===== config.mk =====
export PLATFORM = sky130hd
export DESIGN_NAME = swss_div
export DESIGN_NICKNAME = d
export VERILOG_FILES = /design/src/sv/swss_pkg.sv /design/src/sv/swss_div.sv
export SDC_FILE = /design/constraint.sdc
export NUM_CORES = 1
export LEC_CHECK = 0
export ABC_AREA = 1
export BUFFER_PORTS_ARGS = -buffer_cell sky130_fd_sc_hd__buf_2
export CAP_MARGIN = 10
export CORE_MARGIN = 5
export CORE_UTILIZATION = 40
export DETAILED_ROUTE_END_ITERATION = 8
export GPL_ROUTABILITY_DRIVEN = 0
export HOLD_SLACK_MARGIN = 0.08
export RECOVER_POWER = 50
export SYNTH_ARGS = -nofsm -noshare
export SYNTH_HDL_FRONTEND = slang
export SYNTH_SLANG_ARGS = --single-unit

===== constraint.sdc =====
create_clock -name clk -period 1.8 [get_ports clk]
set_input_delay 0.09 -clock clk [delete_from_list [all_inputs] [get_ports clk]]
set_output_delay 0.09 -clock clk [all_outputs]
set_load 0.1 [all_outputs]

===== src/sv/swss_pkg.sv =====
package swss_pkg;

	localparam int PIXEL_W    = 16;
	localparam int WEIGHT_W   = 18;
	localparam int BIAS_W     = 32;
	localparam int RESULT_W   = 48;
	localparam int CFG_DATA_W = 32;
	localparam int CFG_IDX_W  = 3;
	localparam int IMG_W_W    = 11;
	localparam int IMG_H_W    = 16;
	localparam int KSIZE_W    = 4;
	localparam int STRIDE_W   = 8;
	// dividend width of the remainder unit, covers both row and column origins
	localparam int DIV_W      = 16;

	localparam int MAX_WIDTH_DEF  = 1024;
	localparam int MAX_KERNEL_DEF = 8;

	localparam logic signed [WEIGHT_W-1:0] WEIGHT_RST = 18'sd65536;

	typedef enum logic [CFG_IDX_W-1:0] {
		REG_IMAGE_WIDTH,
		REG_IMAGE_HEIGHT,
		REG_KERNEL_WIDTH,
		REG_KERNEL_HEIGHT,
		REG_STRIDE_X,
		REG_STRIDE_Y,
		REG_PLANE_WEIGHT,
		REG_PLANE_BIAS
	} cfg_idx_t;

	typedef struct packed {
		logic done;
		logic rem_zero;
	} div_stat_t;

endpackage


===== src/sv/swss_div.sv =====
module swss_div import swss_pkg::*; (
	input  logic                clk,
	input  logic                arst_n,
	input  logic                start,
	input  logic [DIV_W-1:0]    dividend,
	input  logic [STRIDE_W-1:0] divisor,
	output div_stat_t           stat
);

	localparam int CNT_W = $clog2(DIV_W + 1);

	logic [DIV_W-1:0]    dvd_q;
	logic [STRIDE_W-1:0] dsr_q;
	logic [STRIDE_W-1:0] rem_q;
	logic [CNT_W-1:0]    cnt_q;
	logic                done_q;
	logic [STRIDE_W:0]   trial;
	logic [STRIDE_W:0]   diff;

	// restoring remainder, one dividend bit per cycle
	assign trial = {rem_q, dvd_q[DIV_W-1]};
	assign diff  = trial - {1'b0, dsr_q};

	always_ff @(posedge clk or negedge arst_n) begin
		if (!arst_n) begin
			dvd_q  <= '0;
			dsr_q  <= '0;
			rem_q  <= '0;
			cnt_q  <= '0;
			done_q <= 1'b0;
		end else begin
			done_q <= 1'b0;
			if (start) begin
				dvd_q <= dividend;
				dsr_q <= divisor;
				rem_q <= '0;
				cnt_q <= CNT_W'(DIV_W);
			end else if (cnt_q != '0) begin
				dvd_q <= {dvd_q[DIV_W-2:0], 1'b0};
				rem_q <= (trial >= {1'b0, dsr_q}) ? diff[STRIDE_W-1:0] : trial[STRIDE_W-1:0];
				cnt_q <= cnt_q - 1'b1;
				if (cnt_q == CNT_W'(1)) begin
					done_q <= 1'b1;
				end
			end
		end
	end

	assign stat.done     = done_q;
	assign stat.rem_zero = (rem_q == '0);

endmodule


==> summary.md, run 1 <==
| Metric | Value |
|---|---|
| Layout cells sized above 1 | 20.06% |
| Final setup fails | 0 |
| Vias in the first global route | 2059 |
| First-pass GRT wire length | 9.094 mm |
| Core area | 5473 sq um |
| I/O Buffers | 28 |
| Rows | 27 |
| Crit path from | rem_q[6]$_DFFE_PN0P_ |
| FF+latch area | 950.9 sq um |
| Starting Density | 40.99% |
| CP cell instances | ha_1, nand2_2, nor2_8, nand3_1, nand4_4, nand2_1, nand3_1, nand2_1 |
| EDFF count, synth | 0 |
| Sequential-to-total area share from yosys stat | 42.39% |
| Top-count cell post-synth | nand2_1 |
| FF-to-FF setup slack | 0.13 ns |
| Final Hold Fails | 0 |
| Detailed Route Iter0 Violations | 78 |
| Setup_tns | 0 ns |
| Comb pwr share | 49.1% |
| Part of the cycle the worst path needs | 92.92% |
| Drt drc | 0 |
| Psw | 1.562 mW |
| Fill cell count | 539 |
| DR vias/cell | 4.752 |
| Detailed placer's ending HPWL | 3.530 mm |
| TritonCTS clock tree | yes |
| WL final | 5.156 mm |
| Top post-synthesis cells by count | nand2_1 (93), inv_1 (44), dfrtp_1 (38) |
| Critical path's slowest cell | dfrtp_1 |
| Top_reg_cell synth | dfrtp_1 |
| CP startpoint kind | flip-flop |
| Post-synth ARST share | 100.0% |
| Min-Delay Path Class | input pin to flip-flop |
| Worst skew pair latency | 0.29 ns |
| Synth Net Count | 319 |
| Status | finished, final reports clean |
| Initial antenna violation count | 0 |
| Maxcap violations | 0 |
| Net Sw Frac | 41.19% |
| Post-Synthesis Cell Area | 2243 sq um |
| Final layout net count | 378 |
| Library cells used by synthesis | 33 |
| Crit. End Element | flip-flop |
| Pleak | 1.510 nW |
| Reg2reg path depth | 8 |
| Yosys top cell by area | dfrtp_1 |
| CP Capture Point | rem_q[4]$_DFFE_PN0P_ |
| Critical Path AT | 1.86 ns |
| Drt first pass iters | 4 |
| Clock Path Buffers | 2 |
| Yosys reg bits | 38 |
| Htree depth | 2 |
| WL per Instance | 12.55 microns |
| Num CTS Buffers | 5 |
| Place WS | 0.03937 ns |
| Largest net degree at the start of global routing | 39 |
| Power share of the clock group | 19.7% |
| Clock Pin Slew Worst Setup and Hold Paths | 0.08 ns |
| Syn avg cell area | 8.012 sq um |
| Crit Path Max Fanout | 7 |
| GRT Util Overall | 15.50% |
| Internal | 2.230 mW |
| Area growth, synth to finish | 30.62% |
| Maximum vdd drop | 0.0006627 V |
| Vias | 1953 |
| Final Critical Period | 1.673 ns |
| Die height | 84.89 microns |
| Post-synth top area share | 42.39% |
| Min setup slack post-route | 0.1275 ns |
| Power density over cell area | 1294 nW/um^2 |
| Die width | 84.89 microns |
| Terminus of the critical flop-to-flop path | rem_q[4]$_DFFE_PN0P_ |
| Max transition margin | 35.82% |
| Cells after Synth | 280 |
| Fmax | 0.5979 GHz |
| Pins Over Slew Limit | 0 |
| Worst r2r src | rem_q[6]$_DFFE_PN0P_ |
| Clock sinks | 38 |
| Critical Path RT | 1.98 ns |
| Ranking of synthesized cells by area | dfrtp_1 (42%), nand2_1 (16%), inv_1 (7.4%) |
| Reg power frac | 31.2% |
| Worst Tran Pin Value | 0.9627 ns |
| Multi-input gate area | 1144 sq um |
| GRT overflow | 0 |
| Worst setup path class | flip-flop to flip-flop |
| Critical path's largest stage delay | 0.40 ns |
| Antenna-violating nets left | 0 |
| # diodes | 0 |
| Die area | 7206 sq um |
| Total number of yosys warnings | 0 |
| Num ports | 29 |
| Worst Skew | 0.004414 ns |
| Clock Tree Root | clkbuf_8 |
==> layer usage <==
layer | up-vias | part of all wire [%] | global-route usage (%)
met3 | 4 | 3.2 | 2.621
met5 | - | 0 | 0
met4 | 0 | 0.74 | 4.460
li1 | 1024 | - | -
met1 | 893 | 48 | 19.77
met2 | 32 | 48 | 26.98
==> worst min-delay path by stage <==
| stage | to | cells after the start | start | slack, ns |
|---|---|---|---|---|
| after floorplan | cnt_q[0]$_DFFE_PN0P_ | 0 | arst_n | -0.21 |
| after global placement | dsr_q[5]$_DFFE_PN0P_ | 2 | arst_n | 0.18 |
| after detailed placement | dsr_q[5]$_DFFE_PN0P_ | 2 | arst_n | 0.18 |
| after CTS | dsr_q[0]$_DFFE_PN0P_ | 4 | start | 0.09 |
| after global routing | dsr_q[0]$_DFFE_PN0P_ | 4 | start | 0.12 |
| final | dsr_q[0]$_DFFE_PN0P_ | 4 | start | 0.09 |
==> cell families (layout without fill, tap and decap cells) <==
kind of cell	Yosys count	count (layout)	share of synthesized area, %
AO/OA/AOI/OAI	31	31	9.482
XOR/XNOR	4	4	1.562
adder cells (fa/ha/maj)	12	12	7.027
buffers and inverters	55	114	9.760
flip-flops	38	38	42.39
AND/OR/NAND/NOR	140	140	29.78
==> placed cells by master, fill, tap and decap left out, types with 2 or more instances in the layout <==
master	n
a21oi_1	4
buf_2	28
buf_4	6
clkbuf_8	6
dfrtp_1	38
dlygate4sd3_1	25
ha_1	7
ha_4	4
inv_1	42
inv_2	4
nand2_1	93
nand2_2	3
nand3_1	14
nand3_2	4
nand4_1	13
nor2_1	3
nor2_2	2
o211ai_1	10
o21ai_0	9
o221ai_1	4
xor2_1	3
==> repair_timing <==
item                                    4_1_cts  5_1_grt
gates resized for setup                       0       13
hold endpoints to repair                     62        0
endpoints found under the setup margin        0        6
hold buffers                                 25        0
setup buffers                                 0        0
==> area by class of cell <==
class | instances | share of cell area [%]
clock buffers | 6 | 2.818
clock inverters | 1 | 1.025
inverters | 46 | 5.892
multi-input cells | 187 | 39.03
flip-flops and latches | 38 | 32.45
well taps | 72 | 3.074
repair buffers | 61 | 15.71
==> flip-flops by register name (all words and copies together) (netlist names) <==
signal and flops:
dvd_q 16, done_q 1, dsr_q 8, rem_q 8, cnt_q 5
==> power by group through the flow <==
stage,sequential (mW),combinational (mW),clock (mW)
2_1_floorplan,1.16,1.37,0
3_3_place_gp,1.18,1.73,0
3_5_place_dp,1.19,1.74,0
4_1_cts,1.17,1.79,0.772
5_1_grt,1.21,2.11,0.810
6_report,1.18,1.86,0.746
==> through the flow <==
step / hold WS (ns) / instances / area [sq um] / util, % / total power [mW]
after floorplan: -0.2056 / 280 / 2246 / - / 2.531
after global placement: 0.1793 / 379 / 2502 / 45.72 / 2.910
after detailed placement: 0.1790 / 379 / 2502 / 45.72 / 2.923
after CTS: 0.08624 / 411 / 2865 / 52.35 / 3.732
after global routing: 0.1159 / 411 / 2930 / 53.54 / 4.129
final: 0.09015 / 411 / 2930 / 53.54 / 3.793
==> worst max-delay path, delay by kind of cell, from the launching register on <==
family	cells	cell delay (ns)
adders and majority gates	1	0.39
DFF	1	0.40
and+or+nand+nor	7	0.77
No activity file was read; power rests on OpenSTA's default activity.
==> run 2: changes to the inputs <==
- CELL_PAD_IN_SITES_DETAIL_PLACEMENT: default -> 1
- CELL_PAD_IN_SITES_GLOBAL_PLACEMENT: default -> 2
- CORE_UTILIZATION: 40 -> 34
- PLACE_DENSITY_LB_ADDON: default -> 0.1
==> summary.md, run 2 (synthesized netlist as in run 1, its figures left out) <==
| Metric | Value |
|---|---|
| Pins Over Slew Limit | 0 |
| FF+latch area | 950.9 sq um |
| Final setup fails | 0 |
| Setup_tns | 0 ns |
| Pleak | 1.521 nW |
| Worst Skew | 0.004085 ns |
| Maxcap violations | 0 |
| Initial antenna violation count | 0 |
| First-pass GRT wire length | 10.57 mm |
| Crit Path Max Fanout | 7 |
| Met3 wire length | 139 microns |
| Placed Cells | 387 |
| WL per Instance | 14.12 microns |
| # diodes | 0 |
| Drt first pass iters | 4 |
| Clock Tree Root | clkbuf_8 |
| WL final | 5.973 mm |
| Vias in the first global route | 2223 |
| Comb pwr share | 50.7% |
| Detailed placer's ending HPWL | 4.347 mm |
| Power density over cell area | 1305 nW/um^2 |
| Met2 WL | 3.049 mm |
| Core area | 6386 sq um |
| Detailed Route Iter0 Violations | 58 |
| Biggest regs | dvd_q: 16 flops, dsr_q: 8 flops, rem_q: 8 flops |
| Die width | 91.23 microns |
| DR top layer | met4 |
| Most frequent cells in the layout | nand2_1 (92), inv_1 (43), dfrtp_1 (38), buf_2 (28), dlygate4sd3_1 (25) |
| GRT overflow | 0 |
| Htree depth | 2 |
| Layout cells sized above 1 | 20.81% |
| Final layout net count | 384 |
| Starting Density | 35.13% |
| Die height | 91.23 microns |
| Clock Pin Slew Worst Setup and Hold Paths | 0.07 ns |
| Maximum vdd drop | 0.0009023 V |
| Psw | 1.615 mW |
| Clock Path Buffers | 2 |
| Critical path's slowest cell | dfrtp_1 |
| Status | finished, final reports clean |
| Metal-1 WL | 2.701 mm |
| DR vias/cell | 4.842 |
| Finished Layout Cells | 423 |
| TritonCTS clock tree | yes |
| Part of the cycle the worst path needs | 92.96% |
| Power share of the clock group | 18.6% |
| Area growth, synth to finish | 31.85% |
| CP startpoint kind | flip-flop |
| Critical path's largest stage delay | 0.41 ns |
| Worst Tran Pin Value | 0.9761 ns |
| Commonest non-fill, non-tap cell in the layout | nand2_1 |
| RSZ-0062 raised after global routing | no |
| Largest register FFs | 16 |
| Num ports | 29 |
| Core Util, Final | 46.32% |
| Worst Path Buf+Inv | 0 |
| Die area | 8323 sq um |
| Fill cell count | 789 |
| Largest net degree at the start of global routing | 39 |
| Worst setup path class | flip-flop to flip-flop |
| Worst skew pair latency | 0.29 ns |
| GRT Util Overall | 15.68% |
| Min-Delay Path Class | input pin to flip-flop |
| Most flops, register | dvd_q |
| I/O Buffers | 28 |
| Final Critical Period | 1.673 ns |
| Clock sinks | 38 |
| Vias | 2048 |
| CP cell instances | ha_2, nand2_2, nor2_8, nand3_1, nand4_4, nand2_1, nand3_1, nand2_1 |
| Multi-input gate area | 1139 sq um |
| Final Hold Fails | 0 |
| Critical Path RT | 1.98 ns |
| Drt drc | 0 |
| Antenna-violating nets left | 0 |
| Internal | 2.244 mW |
| Net Sw Frac | 41.85% |
| Crit. End Element | flip-flop |
| Reg power frac | 30.7% |
| CP top delay family | simple AND/OR/NAND/NOR gates |
| Critical Path AT | 1.86 ns |
| Fmax | 0.5976 GHz |
| Num CTS Buffers | 5 |
| Max transition margin | 34.93% |
| Rows | 29 |
## run 2: changes by cell type in the layout (fill, tap and decap cells not counted)
cell	previous run	this run
buf_4	6	13
clkbuf_1	0	2
nand3_1	14	16
nand3_2	4	2
buf_12	1	0
clkbuf_8	6	5
ha_1	7	6
ha_2	0	1
inv_1	42	43
inv_2	4	3
nand2_1	93	92
nand2_2	3	4
## run 2: worst reg2reg max path: cells and delay by family (launching register included)
kind | cells | cell delay (ns)
adder cells (fa/ha/maj) | 1 | 0.39
AND/OR/NAND/NOR | 7 | 0.77
flip-flops | 1 | 0.41
## run 2: layout make-up
class	count	area share, %
clock buffer	7	2.580
clock inverter	1	1.015
inverter	46	5.838
multi-input combinational	187	38.49
sequential	38	32.15
tap	77	3.257
timing repair buffer	67	16.67
## run 2: what timing repair did
action,CTS,global route
resized for setup,0,10
setup buffers,0,3
hold buffers,25,0
endpoints found under the hold margin,62,0
setup endpoints to repair,0,8
## run 2: worst paths after layout
path / start / endpoint / slack (ns) / cells past startpoint
max in group asynchronous: arst_n / rem_q[7]$_DFFE_PN0P_ / 0.62 / 3
min: start / dsr_q[0]$_DFFE_PN0P_ / 0.10 / 4
max reg2reg: rem_q[6]$_DFFE_PN0P_ / rem_q[1]$_DFFE_PN0P_ / 0.13 / 8
min reg2reg: dsr_q[0]$_DFFE_PN0P_ / dsr_q[0]$_DFFE_PN0P_ / 0.48 / 2
max: rem_q[6]$_DFFE_PN0P_ / rem_q[1]$_DFFE_PN0P_ / 0.13 / 8
min in group asynchronous: arst_n / dvd_q[1]$_DFFE_PN0P_ / 0.57 / 3
## run 2: layer usage
layer	vias to the layer above	track usage, %
met5	-	0
met4	0	4.768
met3	7	2.727
met2	24	27.52
met1	979	19.56
li1	1038	-
## run 2: power groups by stage
stage	registers [mW]	logic [mW]	clock network, mW
floorplan	1.16	1.37	0
global placement	1.18	1.82	0
detailed placement	1.19	1.84	0
CTS	1.18	1.89	0.743
global route	1.21	2.23	0.790
finish	1.19	1.95	0.719
## run 2: stage by stage
stage	setup WS, ns	hold slack, ns	total power, mW	instance area (sq um)
2_1_floorplan	0.2429	-0.2056	2.531	2246
3_3_place_gp	0.05041	0.1788	2.997	2519
3_5_place_dp	0.04698	0.1829	3.034	2519
4_1_cts	0.03160	0.09657	3.815	2875
5_1_grt	0.006912	0.1125	4.230	2958
6_report	0.1268	0.1014	3.859	2958
==> run 3: changes to the inputs <==
- GPL_TIMING_DRIVEN: default -> 0
==> summary.md, run 3 (synthesized netlist as in run 1, its figures left out) <==
| Metric | Value |
|---|---|
| Status | finished, final reports clean |
| Crit. End Element | flip-flop |
| WL per Instance | 15.19 microns |
| Maxcap violations | 0 |
| Placed Cells | 384 |
| Crit Path Max Fanout | 7 |
| Worst hold slack | 0.2056 ns |
| Critical Path AT | 1.88 ns |
| Final Critical Period | 1.693 ns |
| Final Hold Fails | 0 |
| FF+latch area | 950.9 sq um |
| Vias | 2039 |
| Most flops, register | dvd_q |
| RSZ-0062 raised after global routing | yes |
| Critical Path RT | 1.98 ns |
| Pleak | 1.488 nW |
| Num CTS Buffers | 5 |
| Detailed placer's ending HPWL | 4.435 mm |
| Die width | 91.23 microns |
| WL final | 6.381 mm |
| CP cell instances | ha_2, nand2_2, nor2_8, nand3_1, nand4_4, nand2_1, nand3_1, nand2_1 |
| Num ports | 29 |
| Clock Tree Root | clkbuf_8 |
| Largest net degree at the start of global routing | 39 |
| Pins Over Slew Limit | 0 |
| Critical path's slowest cell | dfrtp_1 |
| GRT Util Overall | 15.99% |
| Die area | 8323 sq um |
| Initial antenna violation count | 0 |
| CP startpoint kind | flip-flop |
| Fill cell count | 784 |
| Worst Tran Pin Value | 1.006 ns |
| First-pass GRT wire length | 10.65 mm |
| Part of the cycle the worst path needs | 94.04% |
| Worst skew pair latency | 0.29 ns |
| Finished Layout Cells | 420 |
| Detailed Route Iter0 Violations | 38 |
| Final layout net count | 382 |
| Biggest regs | dvd_q: 16 flops, dsr_q: 8 flops, rem_q: 8 flops |
| DR vias/cell | 4.855 |
| Vias in the first global route | 2200 |
| Antenna-violating nets left | 0 |
| I/O Buffers | 27 |
| Critical path's largest stage delay | 0.40 ns |
| Commonest non-fill, non-tap cell in the layout | nand2_1 |
| Clock Path Buffers | 2 |
| Clock sinks | 38 |
| Htree depth | 2 |
| Layout cells sized above 1 | 19.83% |
| Drt first pass iters | 4 |
| Core area | 6386 sq um |
| GRT overflow | 0 |
| Power density over cell area | 1266 nW/um^2 |
| Worst Skew | 0.005801 ns |
| Die height | 91.23 microns |
| Largest register FFs | 16 |
| Min-Delay Path Class | input pin to flip-flop |
| Clock Pin Slew Worst Setup and Hold Paths | 0.08 ns |
| Starting Density | 35.13% |
| TritonCTS clock tree | yes |
| Multi-input gate area | 1156 sq um |
| Pwr Total | 3.702 mW |
| Worst setup path class | flip-flop to flip-flop |
| Final setup fails | 0 |
| Maximum vdd drop | 0.0008245 V |
| Area growth, synth to finish | 30.40% |
| Rows | 29 |
| Drt drc | 0 |
| Fmax | 0.5908 GHz |
| Most frequent cells in the layout | nand2_1 (93), inv_1 (42), dfrtp_1 (38), buf_2 (29), dlygate4sd3_1 (25) |
| Max transition margin | 32.97% |
| # diodes | 0 |
==> run 3: cell types whose count changed in the layout (fill, tap and decap cells not counted), sizes merged <==
cell and delta:
buf -6, bufinv -1, clkbuf +4
==> run 3: through the flow <==
step | instance area, sq um | setup TNS [ns] | utilization, % | worst slack (ns)
floorplan | 2246 | 0 | - | 0.2429
global placement | 2477 | -0.2283 | 38.79 | -0.07869
detailed placement | 2477 | -0.3340 | 38.79 | -0.08700
CTS | 2849 | 0 | 44.61 | 0.001733
global route | 2925 | -0.005272 | 45.81 | -0.005272
finish | 2925 | 0 | 45.81 | 0.1073
==> run 3: path summary, 6_finish.rpt <==
check                                 startpoint  slack (ns)  cells past startpoint               endpoint
min in group asynchronous                 arst_n        0.51                      2   dvd_q[1]$_DFFE_PN0P_
min reg2reg                dvd_q[13]$_DFFE_PN0P_        0.49                      2  dvd_q[14]$_DFFE_PN0P_
max in group asynchronous                 arst_n        0.67                      2   dvd_q[4]$_DFFE_PN0P_
max reg2reg                 rem_q[6]$_DFFE_PN0P_        0.11                      8   rem_q[2]$_DFFE_PN0P_
max                         rem_q[6]$_DFFE_PN0P_        0.11                      8   rem_q[2]$_DFFE_PN0P_
min                                        start        0.21                      3   dvd_q[3]$_DFFE_PN0P_
==> run 3: repair_timing <==
| item | CTS | global route |
|---|---|---|
| setup buffers | 2 | 2 |
| hold endpoints to repair | 62 | 0 |
| resized for setup | 4 | 10 |
| pin swaps | 2 | 5 |
| hold buffers | 25 | 0 |
| gates cloned | 0 | 0 |
| setup endpoints to repair | 7 | 8 |
==> run 3: power breakdown <==
group,switching (mW),total [mW],internal (mW)
combinational,1.18,1.94,0.765
sequential,0.140,1.19,1.05
clock,0.305,0.573,0.267
==> run 3: layer usage <==
layer / up-vias / track usage [%] / part of all wire, %
met3: 6 / 2.893 / 1.8
met2: 17 / 29.45 / 54
met1: 987 / 19.18 / 43
met5: - / 0 / 0
li1: 1029 / - / -
met4: 0 / 3.667 / 1.1
==> run 3: critical path: cells and delay by family (launching register included) <==
kind | cells | cell delay [ns]
flops | 1 | 0.40
simple gates | 7 | 0.78
fa+ha+maj | 1 | 0.40
==> run 3: layout make-up <==
cell class	count	area share, %
inverter	46	5.902
sequential	38	32.51
tap	77	3.293
clock buffer	7	2.609
multi-input combinational	187	39.52
buffer	9	1.540
timing repair buffer	56	14.63
